### src/kdhr_pkg.sv
// ----------------------------------------------------------------------------
// kdhr_pkg
// Shared types and constants for the key debounce / hold / repeat block.
// ----------------------------------------------------------------------------
package kdhr_pkg;

    localparam int NUM_KEYS  = 4;
    localparam int TICK_BITS = 10;

    localparam int DEB_W  = 4;
    localparam int HOLD_W = 10;
    localparam int RPT_W  = 10;
    localparam int CMP_W  = (TICK_BITS > HOLD_W) ? TICK_BITS : HOLD_W;

    localparam int PADDR_W = 4;
    localparam int PDATA_W = 32;

    localparam logic [DEB_W-1:0]     DEBOUNCE_RESET = DEB_W'(2);
    localparam logic [HOLD_W-1:0]    HOLD_RESET     = HOLD_W'(1000 / 10);
    localparam logic [RPT_W-1:0]     REPEAT_RESET   = RPT_W'(250 / 10);
    localparam logic [TICK_BITS-1:0] TICK_MAX       = {TICK_BITS{1'b1}};
    localparam logic [DEB_W-1:0]     STABLE_MAX     = {DEB_W{1'b1}};

    localparam logic [1:0] REG_DEBOUNCE = 2'd0;
    localparam logic [1:0] REG_HOLD     = 2'd1;
    localparam logic [1:0] REG_REPEAT   = 2'd2;

    typedef enum logic [2:0] {
        MODE_IDLE    = 3'd0,
        MODE_PDEB    = 3'd1,
        MODE_PRESSED = 3'd2,
        MODE_REPEAT  = 3'd3,
        MODE_RDEB    = 3'd4
    } mode_t;

    typedef enum logic [2:0] {
        EV_NONE   = 3'd0,
        EV_PRESS  = 3'd1,
        EV_SHORT  = 3'd2,
        EV_HOLD   = 3'd3,
        EV_REPEAT = 3'd4
    } event_t;

    typedef struct packed {
        logic [DEB_W-1:0]  debounce_scans;
        logic [HOLD_W-1:0] hold_ticks;
        logic [RPT_W-1:0]  repeat_ticks;
    } cfg_t;

endpackage

### src/kdhr_lane.sv
// ----------------------------------------------------------------------------
// kdhr_lane
// One key: five-state debounce / hold / repeat machine with elapsed counter.
// ----------------------------------------------------------------------------
module kdhr_lane import kdhr_pkg::*;
(
    input  logic   clk,
    input  logic   rst_n,
    input  logic   advance,
    input  logic   pressed,
    input  cfg_t   cfg,
    output event_t ev
);

    mode_t                mode_reg, mode_next;
    logic                 ret_reg, ret_next;
    logic [DEB_W-1:0]     stable_reg, stable_next;
    logic [TICK_BITS-1:0] elapsed_reg, elapsed_next;

    logic [TICK_BITS-1:0] elapsed_inc;
    logic [DEB_W-1:0]     stable_inc;
    logic                 deb_done;
    logic                 hold_hit;
    logic                 rpt_hit;

    assign elapsed_inc = (elapsed_reg != TICK_MAX) ? elapsed_reg + 1'b1 : elapsed_reg;
    assign stable_inc  = (stable_reg != STABLE_MAX) ? stable_reg + 1'b1 : stable_reg;
    assign deb_done    = stable_inc >= cfg.debounce_scans;
    assign hold_hit    = CMP_W'(elapsed_inc) >= CMP_W'(cfg.hold_ticks);
    assign rpt_hit     = CMP_W'(elapsed_inc) >= CMP_W'(cfg.repeat_ticks);

    always_comb
    begin
        mode_next    = mode_reg;
        ret_next     = ret_reg;
        stable_next  = stable_reg;
        elapsed_next = elapsed_inc;
        ev           = EV_NONE;
        unique case (mode_reg)
            MODE_IDLE:
            begin
                if (pressed)
                begin
                    mode_next   = MODE_PDEB;
                    stable_next = '0;
                end
            end
            MODE_PDEB:
            begin
                stable_next = stable_inc;
                if (deb_done)
                begin
                    if (pressed)
                    begin
                        mode_next    = MODE_PRESSED;
                        elapsed_next = '0;
                        ev           = EV_PRESS;
                    end
                    else
                    begin
                        mode_next = MODE_IDLE;
                    end
                end
            end
            MODE_PRESSED:
            begin
                if (!pressed)
                begin
                    mode_next   = MODE_RDEB;
                    stable_next = '0;
                    ret_next    = 1'b0;
                end
                else if (hold_hit)
                begin
                    mode_next    = MODE_REPEAT;
                    elapsed_next = '0;
                    ret_next     = 1'b0;
                    ev           = EV_HOLD;
                end
            end
            MODE_REPEAT:
            begin
                if (!pressed)
                begin
                    mode_next   = MODE_RDEB;
                    stable_next = '0;
                    ret_next    = 1'b1;
                end
                else if (rpt_hit)
                begin
                    elapsed_next = '0;
                    ev           = EV_REPEAT;
                end
            end
            MODE_RDEB:
            begin
                stable_next = stable_inc;
                if (deb_done)
                begin
                    if (!pressed)
                    begin
                        if (!ret_reg)
                        begin
                            ev = EV_SHORT;
                        end
                        mode_next = MODE_IDLE;
                    end
                    else
                    begin
                        mode_next = ret_reg ? MODE_REPEAT : MODE_PRESSED;
                    end
                end
            end
            default:
            begin
                mode_next = MODE_IDLE;
            end
        endcase
    end

    always_ff @(posedge clk or negedge rst_n)
    begin
        if (!rst_n)
        begin
            mode_reg    <= MODE_IDLE;
            ret_reg     <= 1'b0;
            stable_reg  <= '0;
            elapsed_reg <= '0;
        end
        else if (advance)
        begin
            mode_reg    <= mode_next;
            ret_reg     <= ret_next;
            stable_reg  <= stable_next;
            elapsed_reg <= elapsed_next;
        end
    end

endmodule

### config.mk
export PLATFORM = sky130hd
export DESIGN_NAME = kdhr_lane
export DESIGN_NICKNAME = d
export VERILOG_FILES = /design/src/kdhr_pkg.sv /design/src/kdhr_lane.sv
export SDC_FILE = /design/constraint.sdc
export NUM_CORES = 1
export LEC_CHECK = 0
export BUFFER_PORTS_ARGS = -buffer_cell sky130_fd_sc_hd__buf_2
export CORE_ASPECT_RATIO = 2
export CORE_UTILIZATION = 30
export CTS_BUF_LIST = sky130_fd_sc_hd__clkbuf_4
export CTS_CLUSTER_DIAMETER = 100
export DETAILED_ROUTE_END_ITERATION = 16
export PLACE_DENSITY = 0.52
export SYNTH_ARGS = -nofsm -noshare
export SYNTH_HDL_FRONTEND = slang
export SYNTH_SLANG_ARGS = --single-unit
### constraint.sdc
create_clock -name clk -period 2.85 [get_ports clk]
set_clock_uncertainty 0.2 [all_clocks]
set_input_delay 0.285 -clock clk [delete_from_list [all_inputs] [get_ports clk]]
set_output_delay 0.285 -clock clk [all_outputs]
set_load 0.005 [all_outputs]
==> results.md <==
- Status: finished with violations
- Failing checks: DRC, setup timing
- Number of iterations in the first detailed-routing pass: 10
- Area delta synth->final: 44.4%
- EDFF count, synth: 0
- Reg-to-reg critical path startpoint: elapsed_reg[1]$_DFFE_PN0P_
- Number of top-level design ports: 31
- Max VDD drop: 0.336 mV
- Share of the synthesized area in the top cell type: 24.1%
- PortBufs: 30
- Share of the cycle needed by the critical path after routing: 117%
- Cells on Worst Hold Path: 2
- Async SR Flop Fraction: 100%
- Number of sinks on the clock net: 18
- Actual slew at the worst max-slew pin: 0.538 ns
- Total DRC errors in the routed layout: 1
- Footprint of the flip-flops and latches: 450 sq um
- Die boundary height: 114 um
- Depth of the most critical reg-to-reg path: 15
- Hold violation count in the final report: 0
- Number of flip-flops in the largest register: 10
- Wire length of the first global-routing pass: 8560 um
- Largest net degree at the start of global routing: 29
- Worst slack at placement: -0.334 ns
- Number of DRC markers after the initial detailed-route iteration: 20
- Detail-routed net length per standard cell: 14.0 um
- Highest achievable clock rate: 0.299 GHz
- Fill cell count: 634
- Number of setup violations in the final report: 15
- Number of antenna violations at the first check in global routing: 0
- FF-to-FF End: elapsed_reg[5]$_DFFE_PN0P_
- Post-Synthesis Net Count: 291
- Mapped cell area: 1870 sq um
- Hold path start: pressed
- NumNets Final: 371
- Number of levels the H-tree was split into: 1
- Commonest cells after routing, fill and taps aside: 46 x sky130_fd_sc_hd__buf_4, 33 x sky130_fd_sc_hd__inv_1, 30 x sky130_fd_sc_hd__buf_2
- Overall routing resource usage: 17.0%
- Max Cap Viol: 0
- Cell type with the largest total area after synthesis: sky130_fd_sc_hd__dfrtp_1
- Rel. slew slack: 64.1%
- Lkg Pwr: 1.36 nW
- Number of buffers added by the clock tree synthesis step: 3
- End of the worst hold path: mode_reg[1]$_DFFE_PN0P_
- Most used DFF post-synth: sky130_fd_sc_hd__dfrtp_1
- Final worst hold slack: 0.145 ns
- Share of post-route cells with drive strength above 1: 37.8%
- Clock Tree Buf Depth: 2
- Post-synthesis cell count: 237
- Buffer and inverter count on the worst path: 1
- Number of warnings issued by yosys: 0
- Unique cell type count in the Yosys netlist: 51
- Cell type group with the largest total delay on the critical path: simple AND/OR/NAND/NOR gates
- Sequential share of the synthesized area: 24.1%
- Overflow left after global routing: 0
- Clock root buffer: sky130_fd_sc_hd__clkbuf_4
- Data required, critical path: 2.37 ns
- Worst Setup Slack, final: -0.492 ns
- Total routed wirelength: 5290 um
- Multi-input gate area: 1450 sq um
- CP Data Arrival Time: 2.86 ns
- Power per cell area: 759 nW/um^2
- CTS clk-pin slew, worst paths: 0.10 ns
- Slowest cell on the critical path: sky130_fd_sc_hd__or3b_4
- Total Die Area: 6570 sq um
- Width of the die: 57.8 um
- Final count of pins violating max slew: 0
- Seq cells post-synth: 18
- Top post-synthesis cells by area: sky130_fd_sc_hd__dfrtp_1 24%, sky130_fd_sc_hd__ha_1 17%, sky130_fd_sc_hd__inv_1 6.6%
- Leading cell type in the layout, fill and taps excluded: sky130_fd_sc_hd__buf_4
- Area of the core: 6010 sq um
- Setup slack of the worst register-to-register path: -0.30 ns
- Average cell area after synthesis: 7.89 sq um
- Peak per-stage delay on the critical path: 0.42 ns
- Largest driver fanout on the critical path: 3
- Clock latency at the later pin of the worst-skew pair: 0.29 ns
- Initial Utilization: 31.1%
- Type of the most critical hold path: in2reg
- Worst Setup End Kind: output port
- Type of element launching the critical path: flop
- CTS tree: done
- Vias per cell: 5.08
- Unrepaired setup endpoints after global routing: true
- Time the worst path needs with I/O delays and setup: 3.34 ns
- CP Class: reg2out
- Final RePlAce weighted congestion: 0.842
- Cell Rows: 40
- Number of global-route vias before repair: 1991
- Overall via count from detail_route: 1922
- Placed wire-length estimate: 4370 um
- Antenna violation net count after detailed routing: 0
- Ordered cell list for the critical path: ha_2 -> nand2_2 -> or3b_4 -> nand2b_4 -> xnor2_4 -> ha_4 -> a211o_1 -> a21oi_2 -> o21ai_2 -> a21boi_2 -> o31ai_1 -> nor3b_2 -> buf_2
- Diodes inserted: 0
[kinds of logic after synthesis]
group,after synthesis,share of synthesized area (%)
compound gates,66,23.9
xor+xnor,7,3.28
fa+ha+maj,26,17.4
buf+inv,40,8.43
flops,18,24.1
mux,5,2.81
simple gates,75,20.1
[metal layers]
| layer | GRT usage [%] | vias up | wire length, um |
|---|---|---|---|
| met5 | 0 | - | 0 |
| met4 | 6.83 | 0 | 129 |
| met3 | 0.794 | 8 | 67 |
| met2 | 37.9 | 26 | 3300 |
| met1 | 13.7 | 893 | 1790 |
| li1 | - | 995 | - |
[power by group]
| part | internal [mW] | total (mW) | switching, mW |
|---|---|---|---|
| registers | 0.344 | 0.444 | 0.0995 |
| logic | 0.756 | 1.48 | 0.726 |
| clock network | 0.0490 | 0.123 | 0.0738 |
| total | 1.15 | 2.05 | 0.899 |
[worst max path at each step]
stage	startpoint	to	slack, ns	depth (start not counted)
after floorplan	elapsed_reg[0]$_DFFE_PN0P_	ev[0]	-0.15	13
after global placement	elapsed_reg[1]$_DFFE_PN0P_	ev[0]	-0.30	14
after detailed placement	elapsed_reg[1]$_DFFE_PN0P_	ev[0]	-0.33	14
after CTS	elapsed_reg[1]$_DFFE_PN0P_	ev[0]	-0.55	14
after global routing	elapsed_reg[1]$_DFFE_PN0P_	ev[0]	-0.64	13
final	elapsed_reg[1]$_DFFE_PN0P_	ev[0]	-0.49	13
[layout make-up]
| type | count | area share (%) |
|---|---|---|
| multi-input cells | 179 | 53.8 |
| repair buffers | 82 | 21.1 |
| flip-flops and latches | 18 | 16.7 |
| inverters | 33 | 4.59 |
| well taps | 63 | 2.92 |
| clock buffers | 3 | 0.834 |
[through the flow]
stage	instances	util, %	total power, mW	instance area [sq um]	setup TNS (ns)
after global placement	369	40.9	1.74	2460	-3.71
after CTS	377	43.8	2.01	2630	-4.05
after floorplan	237	-	1.18	1900	-1.62
final	378	44.9	2.05	2700	-4.61
after global routing	378	44.9	2.24	2700	-7.05
after detailed placement	369	40.9	1.76	2460	-4.06
[cell usage after synthesis, types with 2 or more instances]
cell,count
sky130_fd_sc_hd__o211ai_1,2
sky130_fd_sc_hd__nor2_1,19
sky130_fd_sc_hd__a211oi_1,3
sky130_fd_sc_hd__a21oi_1,17
sky130_fd_sc_hd__nand2b_1,5
sky130_fd_sc_hd__nor3b_1,2
sky130_fd_sc_hd__and3_1,2
sky130_fd_sc_hd__dfrtp_1,18
sky130_fd_sc_hd__buf_1,2
sky130_fd_sc_hd__nand2_1,22
sky130_fd_sc_hd__o31ai_1,4
sky130_fd_sc_hd__nand4_1,3
sky130_fd_sc_hd__mux2i_1,3
sky130_fd_sc_hd__mux2_2,2
sky130_fd_sc_hd__xnor2_1,6
sky130_fd_sc_hd__o21a_1,4
sky130_fd_sc_hd__and2_1,2
sky130_fd_sc_hd__nand3_1,9
sky130_fd_sc_hd__clkbuf_1,4
sky130_fd_sc_hd__o22ai_1,8
sky130_fd_sc_hd__a31oi_1,3
sky130_fd_sc_hd__nor4_1,2
sky130_fd_sc_hd__inv_1,33
sky130_fd_sc_hd__ha_1,26
sky130_fd_sc_hd__o21ai_1,4
sky130_fd_sc_hd__o21ai_0,6
sky130_fd_sc_hd__a211o_1,2
[repair_timing]
item | in CTS | in global routing
pin swaps | 14 | 11
setup buffers | 4 | 2
hold buffers | 1 | 0
resized for setup | 21 | 11
hold endpoints to repair | 18 | 0
setup endpoints to repair | 16 | 16
No activity file was read; power rests on OpenSTA's default activity.
