$ cat src/kdhr_pkg.sv
// ----------------------------------------------------------------------------
// kdhr_pkg
// Shared types and constants for the key debounce / hold / repeat block.
// ----------------------------------------------------------------------------
package kdhr_pkg;

    localparam int NUM_KEYS  = 4;
    localparam int TICK_BITS = 10;

    localparam int DEB_W  = 4;
    localparam int HOLD_W = 10;
    localparam int RPT_W  = 10;
    localparam int CMP_W  = (TICK_BITS > HOLD_W) ? TICK_BITS : HOLD_W;

    localparam int PADDR_W = 4;
    localparam int PDATA_W = 32;

    localparam logic [DEB_W-1:0]     DEBOUNCE_RESET = DEB_W'(2);
    localparam logic [HOLD_W-1:0]    HOLD_RESET     = HOLD_W'(1000 / 10);
    localparam logic [RPT_W-1:0]     REPEAT_RESET   = RPT_W'(250 / 10);
    localparam logic [TICK_BITS-1:0] TICK_MAX       = {TICK_BITS{1'b1}};
    localparam logic [DEB_W-1:0]     STABLE_MAX     = {DEB_W{1'b1}};

    localparam logic [1:0] REG_DEBOUNCE = 2'd0;
    localparam logic [1:0] REG_HOLD     = 2'd1;
    localparam logic [1:0] REG_REPEAT   = 2'd2;

    typedef enum logic [2:0] {
        MODE_IDLE    = 3'd0,
        MODE_PDEB    = 3'd1,
        MODE_PRESSED = 3'd2,
        MODE_REPEAT  = 3'd3,
        MODE_RDEB    = 3'd4
    } mode_t;

    typedef enum logic [2:0] {
        EV_NONE   = 3'd0,
        EV_PRESS  = 3'd1,
        EV_SHORT  = 3'd2,
        EV_HOLD   = 3'd3,
        EV_REPEAT = 3'd4
    } event_t;

    typedef struct packed {
        logic [DEB_W-1:0]  debounce_scans;
        logic [HOLD_W-1:0] hold_ticks;
        logic [RPT_W-1:0]  repeat_ticks;
    } cfg_t;

endpackage

$ cat src/kdhr_merge.sv
// ----------------------------------------------------------------------------
// kdhr_merge
// Collects the lane events of one tick into the registered result.
// ----------------------------------------------------------------------------
module kdhr_merge import kdhr_pkg::*;
(
    input  logic   clk,
    input  logic   rst_n,
    input  logic   in_valid,
    output logic   in_ready,
    input  event_t lane_ev [NUM_KEYS],
    output logic   out_valid,
    input  logic   out_ready,
    output event_t out_ev [NUM_KEYS]
);

    logic   valid_reg;
    event_t ev_reg [NUM_KEYS];
    logic   load;

    assign in_ready  = !valid_reg || out_ready;
    assign load      = in_valid && in_ready;
    assign out_valid = valid_reg;
    assign out_ev    = ev_reg;

    always_ff @(posedge clk or negedge rst_n)
    begin
        if (!rst_n)
        begin
            valid_reg <= 1'b0;
        end
        else if (in_ready)
        begin
            valid_reg <= in_valid;
        end
    end

    always_ff @(posedge clk)
    begin
        if (load)
        begin
            ev_reg <= lane_ev;
        end
    end

endmodule

$ cat config.mk
export PLATFORM = sky130hd
export DESIGN_NAME = kdhr_merge
export DESIGN_NICKNAME = d
export VERILOG_FILES = /design/src/kdhr_pkg.sv /design/src/kdhr_merge.sv
export SDC_FILE = /design/constraint.sdc
export NUM_CORES = 1
export LEC_CHECK = 0
export BUFFER_PORTS_ARGS = -buffer_cell sky130_fd_sc_hd__clkbuf_2
export CAP_MARGIN = 20
export CORE_AREA = 2 2 39 41
export DETAILED_ROUTE_END_ITERATION = 10
export DIE_AREA = 0 0 41 43
export GPL_ROUTABILITY_DRIVEN = 0
export PLACE_DENSITY = 0.67
export SLEW_MARGIN = 20
export SYNTH_ARGS = -nofsm -noshare
export SYNTH_HDL_FRONTEND = slang
export SYNTH_SLANG_ARGS = --single-unit
$ cat constraint.sdc
create_clock -name clk -period 1.1 [get_ports clk]
set_clock_uncertainty 0.2 [all_clocks]
set_input_delay 0.22 -clock clk [delete_from_list [all_inputs] [get_ports clk]]
set_output_delay 0.22 -clock clk [all_outputs]
set_load 0.05 [all_outputs]
==> out/results.ini, run 1 <==
[cells_and_area]
drive_gt1_share_pct=59.1
nNetsFinal=83
syn2layout_area_growth_pct=118
postLayoutCellArea_um2=902
antennaDiodeCount=0
final_cell_count_no_fill=82
final_cell_mix=15 x clkbuf_2, 14 x dlygate4sd3_1, 12 x edfxtp_1
n_fill_cell=103
layout_commonest_cell=clkbuf_2

[setup_path]
cp_slowest_cell=dfrtp_2
cp_max_fo=2
startpoint=out_valid$_DFFE_PN0P_
r2r_cells=3
crit_arrival_ns=0.94
worst_setup_path_end_kind=output pin
setup.worst_path.start_class=flip-flop
path_class=reg -> out
path_cells=nand2b_4 > clkbuf_16
reg2reg_from=out_valid$_DFFE_PN0P_
slowest_delay_ns=0.43
critPathRequiredTime_ns=0.68

[timing]
hold-worst-slack_ns=0.0450
tightest_slew_ns=0.162
slew_headroom_pct=89.2
setup_viol=26
tns_ns=-4.66
worst_slack_ns=-0.261
period_minus_slack_ns=1.36
drv_slew=0
period_share_pct=124
rsz0062_at_grt=yes
timing.fmax_mhz=735
hold_violations=0

[hold_path]
holdCritPathClass=in -> async

[drt]
drt-pass1-iter-count=3
route.detailed.wl_per_inst_um=12.6
vias=337
wirelength_um=1030
drc_errors=0
detail_route.vias_per_cell=4.11
final_antenna_net_count=0
drtIter0Drc=2

[clocking]
cts.clk_slew.worst_paths_ns=0.09
clock_latency_ns=0.27
tritoncts=built
numCtsBuffers=3
clock_tree.root_cell=clkbuf_4
clkSinkCount=13
clk_path_buf_depth=2
htreeDepth=1

[global_routing]
grt_first_pass_wirelength_um=1570
first_global_vias=360
overflow=0
grt_max_degree=9
grt_usage_pct=14.8
antenna_found_initial=0

[die]
io-pin-count=30
core_area_um2=1380
die_w_um=41
die-area_um2=1760
start_util_pct=29.9
rows=14
die_h_um=43

[logic_synthesis]
syn_area_per_cell_um2=25.9
synth_area_leaders=edfxtp_1 87%, dfrtp_1 6.0%, nand2b_4 3.3%
synth-seq-area-share_pct=93.1
yosysTopAreaCellShare_pct=87.0
ys_seq_elements=13
netlist_area_um2=414
synth_xor_area_share_pct=0
syn_inst=16
yosys.area_share.simple_pct=6.95
synthMuxAreaShare_pct=0
synth_nets=32
yosysUniqueCellTypes=5
synthAdderAreaFrac_pct=0
yosysTopAreaCell=edfxtp_1
synth_top_family_by_area=simple AND/OR/NAND/NOR gates
synth_compound_area_share_pct=0
yosysWarningCount=0

[power]
power_leakage_nw=0.397
vdd_ir_drop_max_mv=0.680
p_per_area_nw_per_um2=1280

[job]
cap_violations=0

[placement]
port_buffers=29
placed_area_um2=581
place_inst=61

[outcome]
status=finished, violations left
failed_checks=setup timing

[area by class of cell]
class                      instances  area, µm²  area share (%)
timing repair buffer              45        430            47.7
clock inverter                     1       5.00           0.555
tap                               16       20.0            2.22
sequential                        13        387            42.9
multi-input combinational          4       37.5            4.16
clock buffer                       3       22.5            2.50
[worst paths after layout]
kind	end	slack [ns]
max	in_ready	-0.26
min	out_valid$_DFFE_PN0P_	0.04
max reg2reg	out_ev[10]$_DFFE_PP_	-0.19
min reg2reg	out_valid$_DFFE_PN0P_	0.59
max in group asynchronous	out_valid$_DFFE_PN0P_	0.56
min in group clk	out_ev[3]$_DFFE_PP_	0.16
[cells by family (layout without fill, tap and decap cells)]
group	after synthesis	after routing
flops	13	13
buf+inv	0	49
simple gates	3	4
[metal layers]
metal  up-vias  global-route usage, %  wire length (µm)
met5         -                      0                 0
met4         0                   8.00                 0
met3         0                   6.81               126
met2        31                   22.5               511
met1       143                   16.4               393
li1        163                      -                 -
[cell usage after synthesis (all sizes together)]
cell type and instances:
edfxtp 12, nand2b 2, and2 1, dfrtp 1
[through the flow]
stage	power [mW]	utilization [%]	setup slack, ns
4_1_cts	1.17	65.0	-0.273
2_1_floorplan	0.714	-	-0.368
3_5_place_dp	0.769	42.0	-0.130
6_report	1.16	65.2	-0.261
3_3_place_gp	0.768	42.0	-0.108
5_1_grt	1.21	65.2	-0.304
[state kept, by name, indices dropped and copies added (netlist names)]
register	cells
out_ev	12
out_valid	1
[worst max-delay path, delay by kind of cell, from the launching register on]
kind | cells | cell delay [ns]
buffers and inverters | 1 | 0.16
and+or+nand+nor | 1 | 0.08
DFF | 1 | 0.43
[where the power goes]
group / switching [mW] / internal (mW)
clock network: 0.159 / 0.135
registers: 0.0128 / 0.573
logic: 0.144 / 0.133
[timing repair]
item / in CTS / in global routing
buffers inserted: 2 / 0
resized for setup: 29 / 2
hold buffers: 14 / 0
setup endpoints to repair: 26 / 27
cloned: 1 / 0
pin swaps: 1 / 0
endpoints found under the hold margin: 14 / 0
Power figures use the tool's default switching activity.
==> run 2: changes to the inputs <==
- BUFFER_PORTS_ARGS: -buffer_cell sky130_fd_sc_hd__clkbuf_2 -> unset
- DONT_BUFFER_PORTS: unset -> 1
- PLACE_DENSITY: 0.67 -> unset
==> out/results.ini, run 2 (same netlist as run 1, synthesis figures left out) <==
[setup_path]
path_class=reg -> out
setup.worst_path.start_class=flip-flop
slowest_delay_ns=0.43  ; about the same
worst_setup_path_end_kind=output pin
crit_arrival_ns=0.91  ; -0.03 ns
cp_top_family=flip-flops
reg2reg_from=out_valid$_DFFE_PN0P_
critPathRequiredTime_ns=0.68  ; about the same
path_cells=nand2b_4 > buf_8
cp_num_buf_inv=1  ; unchanged
cp_max_fo=2  ; unchanged
timing.rr.end=out_ev[8]$_DFFE_PP_
reg2reg_slack_ns=-0.17  ; +0.02 ns
cp_slowest_cell=dfrtp_2
r2r_cells=3  ; unchanged

[drt]
top_layer_used=met3
detail_route.vias_per_cell=4.24  ; +3.1%
route.detailed.wl_per_inst_um=11.8  ; -5.9%
drc_errors=0  ; unchanged
wirelength_um=792  ; -23%
wl_met1_um=235  ; -40%
wl_met3_um=66  ; -48%
drt-pass1-iter-count=1  ; -2
wl_met2_um=489  ; -4.3%
drtIter0Drc=0  ; -2
vias=284  ; -16%
final_antenna_net_count=0  ; unchanged

[power]
p_per_area_nw_per_um2=1290  ; +0.58%
vdd_ir_drop_max_mv=0.724  ; +6.5%
power_leakage_nw=0.352  ; -11%

[cells_and_area]
layout_commonest_cell=dlygate4sd3_1
syn2layout_area_growth_pct=115
antennaDiodeCount=0  ; unchanged
postLayoutCellArea_um2=891  ; -1.2%
largest_register_ffs=12  ; unchanged
nNetsFinal=68  ; -18%
final_cell_mix=15 x dlygate4sd3_1, 12 x edfxtp_1, 12 x buf_12
final_cell_count_no_fill=67  ; -18%
n_fill_cell=106  ; +2.9%
drive_gt1_share_pct=43.1  ; -16 points

[job]
cap_violations=0  ; unchanged

[clocking]
tritoncts=built
clock_latency_ns=0.26  ; about the same
cts.clk_slew.worst_paths_ns=0.08  ; about the same
clock_tree.root_cell=clkbuf_4
numCtsBuffers=3  ; unchanged
htreeDepth=1  ; unchanged
clkSinkCount=13  ; unchanged
clk_path_buf_depth=2  ; unchanged

[placement]
port_buffers=0  ; -100%
placed_area_um2=691  ; +19%
place_inst=46  ; -25%

[timing]
timing.fmax_mhz=750  ; +2.0%
tightest_slew_ns=0.148  ; -0.0141 ns
worst_slack_ns=-0.234  ; +0.0271 ns
drv_slew=0  ; unchanged
hold-worst-slack_ns=0.0508  ; +0.00582 ns
slew_headroom_pct=90.2  ; +0.96 points
period_minus_slack_ns=1.33  ; -0.0271 ns
setup_viol=26  ; unchanged
hold_violations=0  ; unchanged
period_share_pct=121  ; -2.5 points
rsz0062_at_grt=yes

[die]
start_util_pct=29.9  ; unchanged
die_h_um=43  ; unchanged
die_w_um=41  ; unchanged
rows=14  ; unchanged
core_area_um2=1380  ; unchanged
die-area_um2=1760  ; unchanged
io-pin-count=30  ; unchanged

[hold_path]
min_path_cells=1
worstHoldStart=in_valid
holdCritPathClass=in -> reg
worstHoldEndpoint=out_ev[11]$_DFFE_PP_

[outcome]
failed_checks=setup timing
status=finished, violations left

[global_routing]
antenna_found_initial=0  ; unchanged
overflow=0  ; unchanged
grt_max_degree=8  ; -1
grt_first_pass_wirelength_um=1240  ; -21%
first_global_vias=329  ; -8.6%
grt_usage_pct=11.7  ; -3.2 points

run 2: metrics by stage:
stage	power (mW)	util [%]	setup TNS, ns	worst slack (ns)
3_5_place_dp	0.832	49.9	-1.55	-0.129
5_1_grt	1.21	64.4	-5.48	-0.281
3_3_place_gp	0.831	49.9	-1.40	-0.116
2_1_floorplan	0.714	-	-4.46	-0.368
6_report	1.15	64.4	-4.47	-0.234
4_1_cts	1.16	64.4	-4.77	-0.245
run 2: worst reg2reg max path, cell delays in order (launching register included):
cell	delay, ns
dfrtp_2	0.43
nand2b_4	0.08
buf_4	0.11
and2_4	0.17
run 2: timing repair:
| action | in CTS | in global routing |
|---|---|---|
| buffers inserted | 1 | 0 |
| pin swaps | 2 | 1 |
| cloned | 1 | 0 |
| resized for setup | 3 | 0 |
| setup endpoints to repair | 26 | 26 |
| endpoints found under the hold margin | 14 | 0 |
| hold buffers | 15 | 0 |
run 2: routing by layer:
layer / vias to the layer above / track usage, %
met1: 132 / 9.86
li1: 134 / -
met5: - / 0
met3: 0 / 4.71
met2: 18 / 20.0
met4: 0 / 8.00
run 2: layout make-up:
type,count,area [µm²],share of cell area (%)
multi-input cells,4,37.5,4.21
flip-flops and latches,13,387,43.4
clock buffers,4,26.3,2.95
repair buffers,30,420,47.2
well taps,16,20.0,2.25
run 2: where the power goes:
group | total [mW] | switching (mW) | leakage, nW | internal (mW)
sequential | 0.595 | 0.0212 | 0.124 | 0.574
clock | 0.276 | 0.136 | 0.0150 | 0.140
combinational | 0.277 | 0.133 | 0.213 | 0.144
run 2: how the worst max path moves through the flow:
| stage | to | startpoint | cells after the start | slack (ns) |
|---|---|---|---|---|
| floorplan | out_ev[0]$_DFFE_PP_ | out_valid$_DFFE_PN0P_ | 2 | -0.37 |
| global placement | out_ev[2]$_DFFE_PP_ | out_valid$_DFFE_PN0P_ | 2 | -0.12 |
| detailed placement | out_ev[10]$_DFFE_PP_ | out_valid$_DFFE_PN0P_ | 2 | -0.13 |
| CTS | in_ready | out_valid$_DFFE_PN0P_ | 2 | -0.24 |
| global route | in_ready | out_valid$_DFFE_PN0P_ | 2 | -0.28 |
| finish | in_ready | out_valid$_DFFE_PN0P_ | 2 | -0.23 |
==> run 3: changes to the inputs <==
- CORE_AREA: 2 2 39 41 -> 4 4 41 43
- DIE_AREA: 0 0 41 43 -> 0 0 45 47
- clock period: 1.1 -> 1.35 ns (I/O delays scaled with it)
==> out/results.ini, run 3 (same netlist as run 1, synthesis figures left out) <==
[drt]
drtIter0Drc=0  ; unchanged
wirelength_um=803  ; +1.4%
final_antenna_net_count=0  ; unchanged
drc_errors=0  ; unchanged
drt-pass1-iter-count=1  ; unchanged
route.detailed.wl_per_inst_um=12.5  ; +6.1%
detail_route.vias_per_cell=4.33  ; +2.1%
vias=277  ; -2.5%

[timing]
period_minus_slack_ns=1.38
timing.fmax_mhz=724
worst_slack_ns=-0.0305  ; +0.204 ns
hold_violations=0  ; unchanged
slew_headroom_pct=89.2  ; -0.99 points
drv_slew=0  ; unchanged
setup_viol=1  ; -96%
rsz0062_at_grt=yes
period_share_pct=102
tightest_slew_ns=0.162  ; +0.0137 ns

[global_routing]
grt_first_pass_wirelength_um=1210  ; -2.8%
overflow=0  ; unchanged
first_global_vias=295  ; -10%
grt_usage_pct=8.37  ; -3.3 points
grt_max_degree=13  ; +5
antenna_found_initial=0  ; unchanged

[die]
start_util_pct=31.8  ; +1.9 points
io-pin-count=30  ; unchanged
die_h_um=47  ; +9.3%
die_w_um=45  ; +9.8%
core_area_um2=1300  ; -6.0%
rows=13  ; -1
die-area_um2=2120  ; +20%

[placement]
placed_area_um2=539  ; -22%
port_buffers=0  ; unchanged
pre_cts_ws_ns=0.126  ; +0.255 ns

[setup_path]
path_class=reg -> out
setup.worst_path.start_class=flip-flop
cp_max_fo=2  ; unchanged
reg2reg_from=out_valid$_DFFE_PN0P_
worst_setup_path_end_kind=output pin
cp_top_family=flip-flops
startpoint=out_valid$_DFFE_PN0P_
slowest_delay_ns=0.42  ; about the same
cp_slowest_cell=dfrtp_2
critPathRequiredTime_ns=0.88  ; +0.20 ns
cp_num_buf_inv=1  ; unchanged
crit_arrival_ns=0.91  ; about the same
path_cells=nand2b_4 > buf_8

[clocking]
numCtsBuffers=3  ; unchanged
htreeDepth=1  ; unchanged
clock_latency_ns=0.26  ; about the same
clock_tree.root_cell=clkbuf_4
tritoncts=built
cts.clk_slew.worst_paths_ns=0.07  ; about the same
clkSinkCount=13  ; unchanged
clk_path_buf_depth=2  ; unchanged

[power]
vdd_ir_drop_max_mv=0.577  ; -20%
power_leakage_nw=0.288  ; -18%
p_per_area_nw_per_um2=1210  ; -6.4%
power_uw=873  ; -24%

[cells_and_area]
final_util_pct=55.6  ; -8.8 points
drive_gt1_share_pct=40.8  ; -2.3 points
antennaDiodeCount=0  ; unchanged
nNetsFinal=66  ; -2.9%
postLayoutCellArea_um2=723  ; -19%
largest_register_ffs=12  ; unchanged
layout_commonest_cell=dlygate4sd3_1
n_fill_cell=111  ; +4.7%
syn2layout_area_growth_pct=74.6
final_cell_mix=15 x dlygate4sd3_1, 13 x buf_4, 12 x edfxtp_1

[job]
cap_violations=0  ; unchanged

[hold_path]
worstHoldStart=out_ready
holdCritPathClass=in -> reg

[outcome]
status=finished, violations left
failed_checks=setup timing

[run 3: changes by cell type in the layout (fill, tap and decap cells not counted)]
cell / delta
and2_4: -1
buf_4: +11
buf_12: -12
[run 3: path summary, 6_finish.rpt]
| path | to | slack (ns) | cells after the start |
|---|---|---|---|
| worst max-delay path | in_ready | -0.03 | 2 |
| worst min-delay path | out_valid$_DFFE_PN0P_ | 0.16 | 3 |
| worst max register to register | out_ev[10]$_DFFE_PP_ | 0.11 | 2 |
| worst min register to register | out_valid$_DFFE_PN0P_ | 0.50 | 3 |
| max in group asynchronous | out_valid$_DFFE_PN0P_ | 0.30 | 2 |
| min in group asynchronous | out_valid$_DFFE_PN0P_ | 0.54 | 2 |
[run 3: per-stage QoR]
step / hold slack [ns] / setup TNS (ns) / cells
CTS: 0.146 / -0.0657 / 64
detailed placement: -0.226 / 0 / 45
global placement: -0.226 / 0 / 45
global route: 0.148 / -0.110 / 64
finish: 0.158 / -0.0305 / 64
floorplan: -0.226 / -1.42 / 16
[run 3: timing repair]
item / in CTS / in global routing
cloned: 0 / 0
pin swaps: 0 / 0
endpoints found under the hold margin: 14 / 0
gates resized for setup: 2 / 0
endpoints found under the setup margin: 2 / 2
hold buffers: 15 / 0
setup buffers: 0 / 0
[run 3: cell type report]
class / instances / area (µm²) / area share, %
clock buffer: 4 / 26.3 / 3.63
multi-input combinational: 3 / 28.8 / 3.98
sequential: 13 / 387 / 53.5
tap: 15 / 18.8 / 2.60
timing repair buffer: 29 / 263 / 36.3
[run 3: worst register-to-register path, stage by stage, from the launching register on]
cell	delay, ns
dfrtp_2	0.42
nand2b_4	0.08
and2_4	0.24
[run 3: power breakdown]
group,total (mW),switching [mW],internal (mW)
clock,0.225,0.111,0.114
combinational,0.174,0.107,0.0666
sequential,0.474,0.00706,0.467
[run 3: layer usage]
metal	global-route usage (%)	vias to the layer above	wire (µm)
met5	0	-	0
met4	5.26	0	0
met3	4.21	0	113
met2	15.0	18	469
met1	7.43	132	221
li1	-	127	-
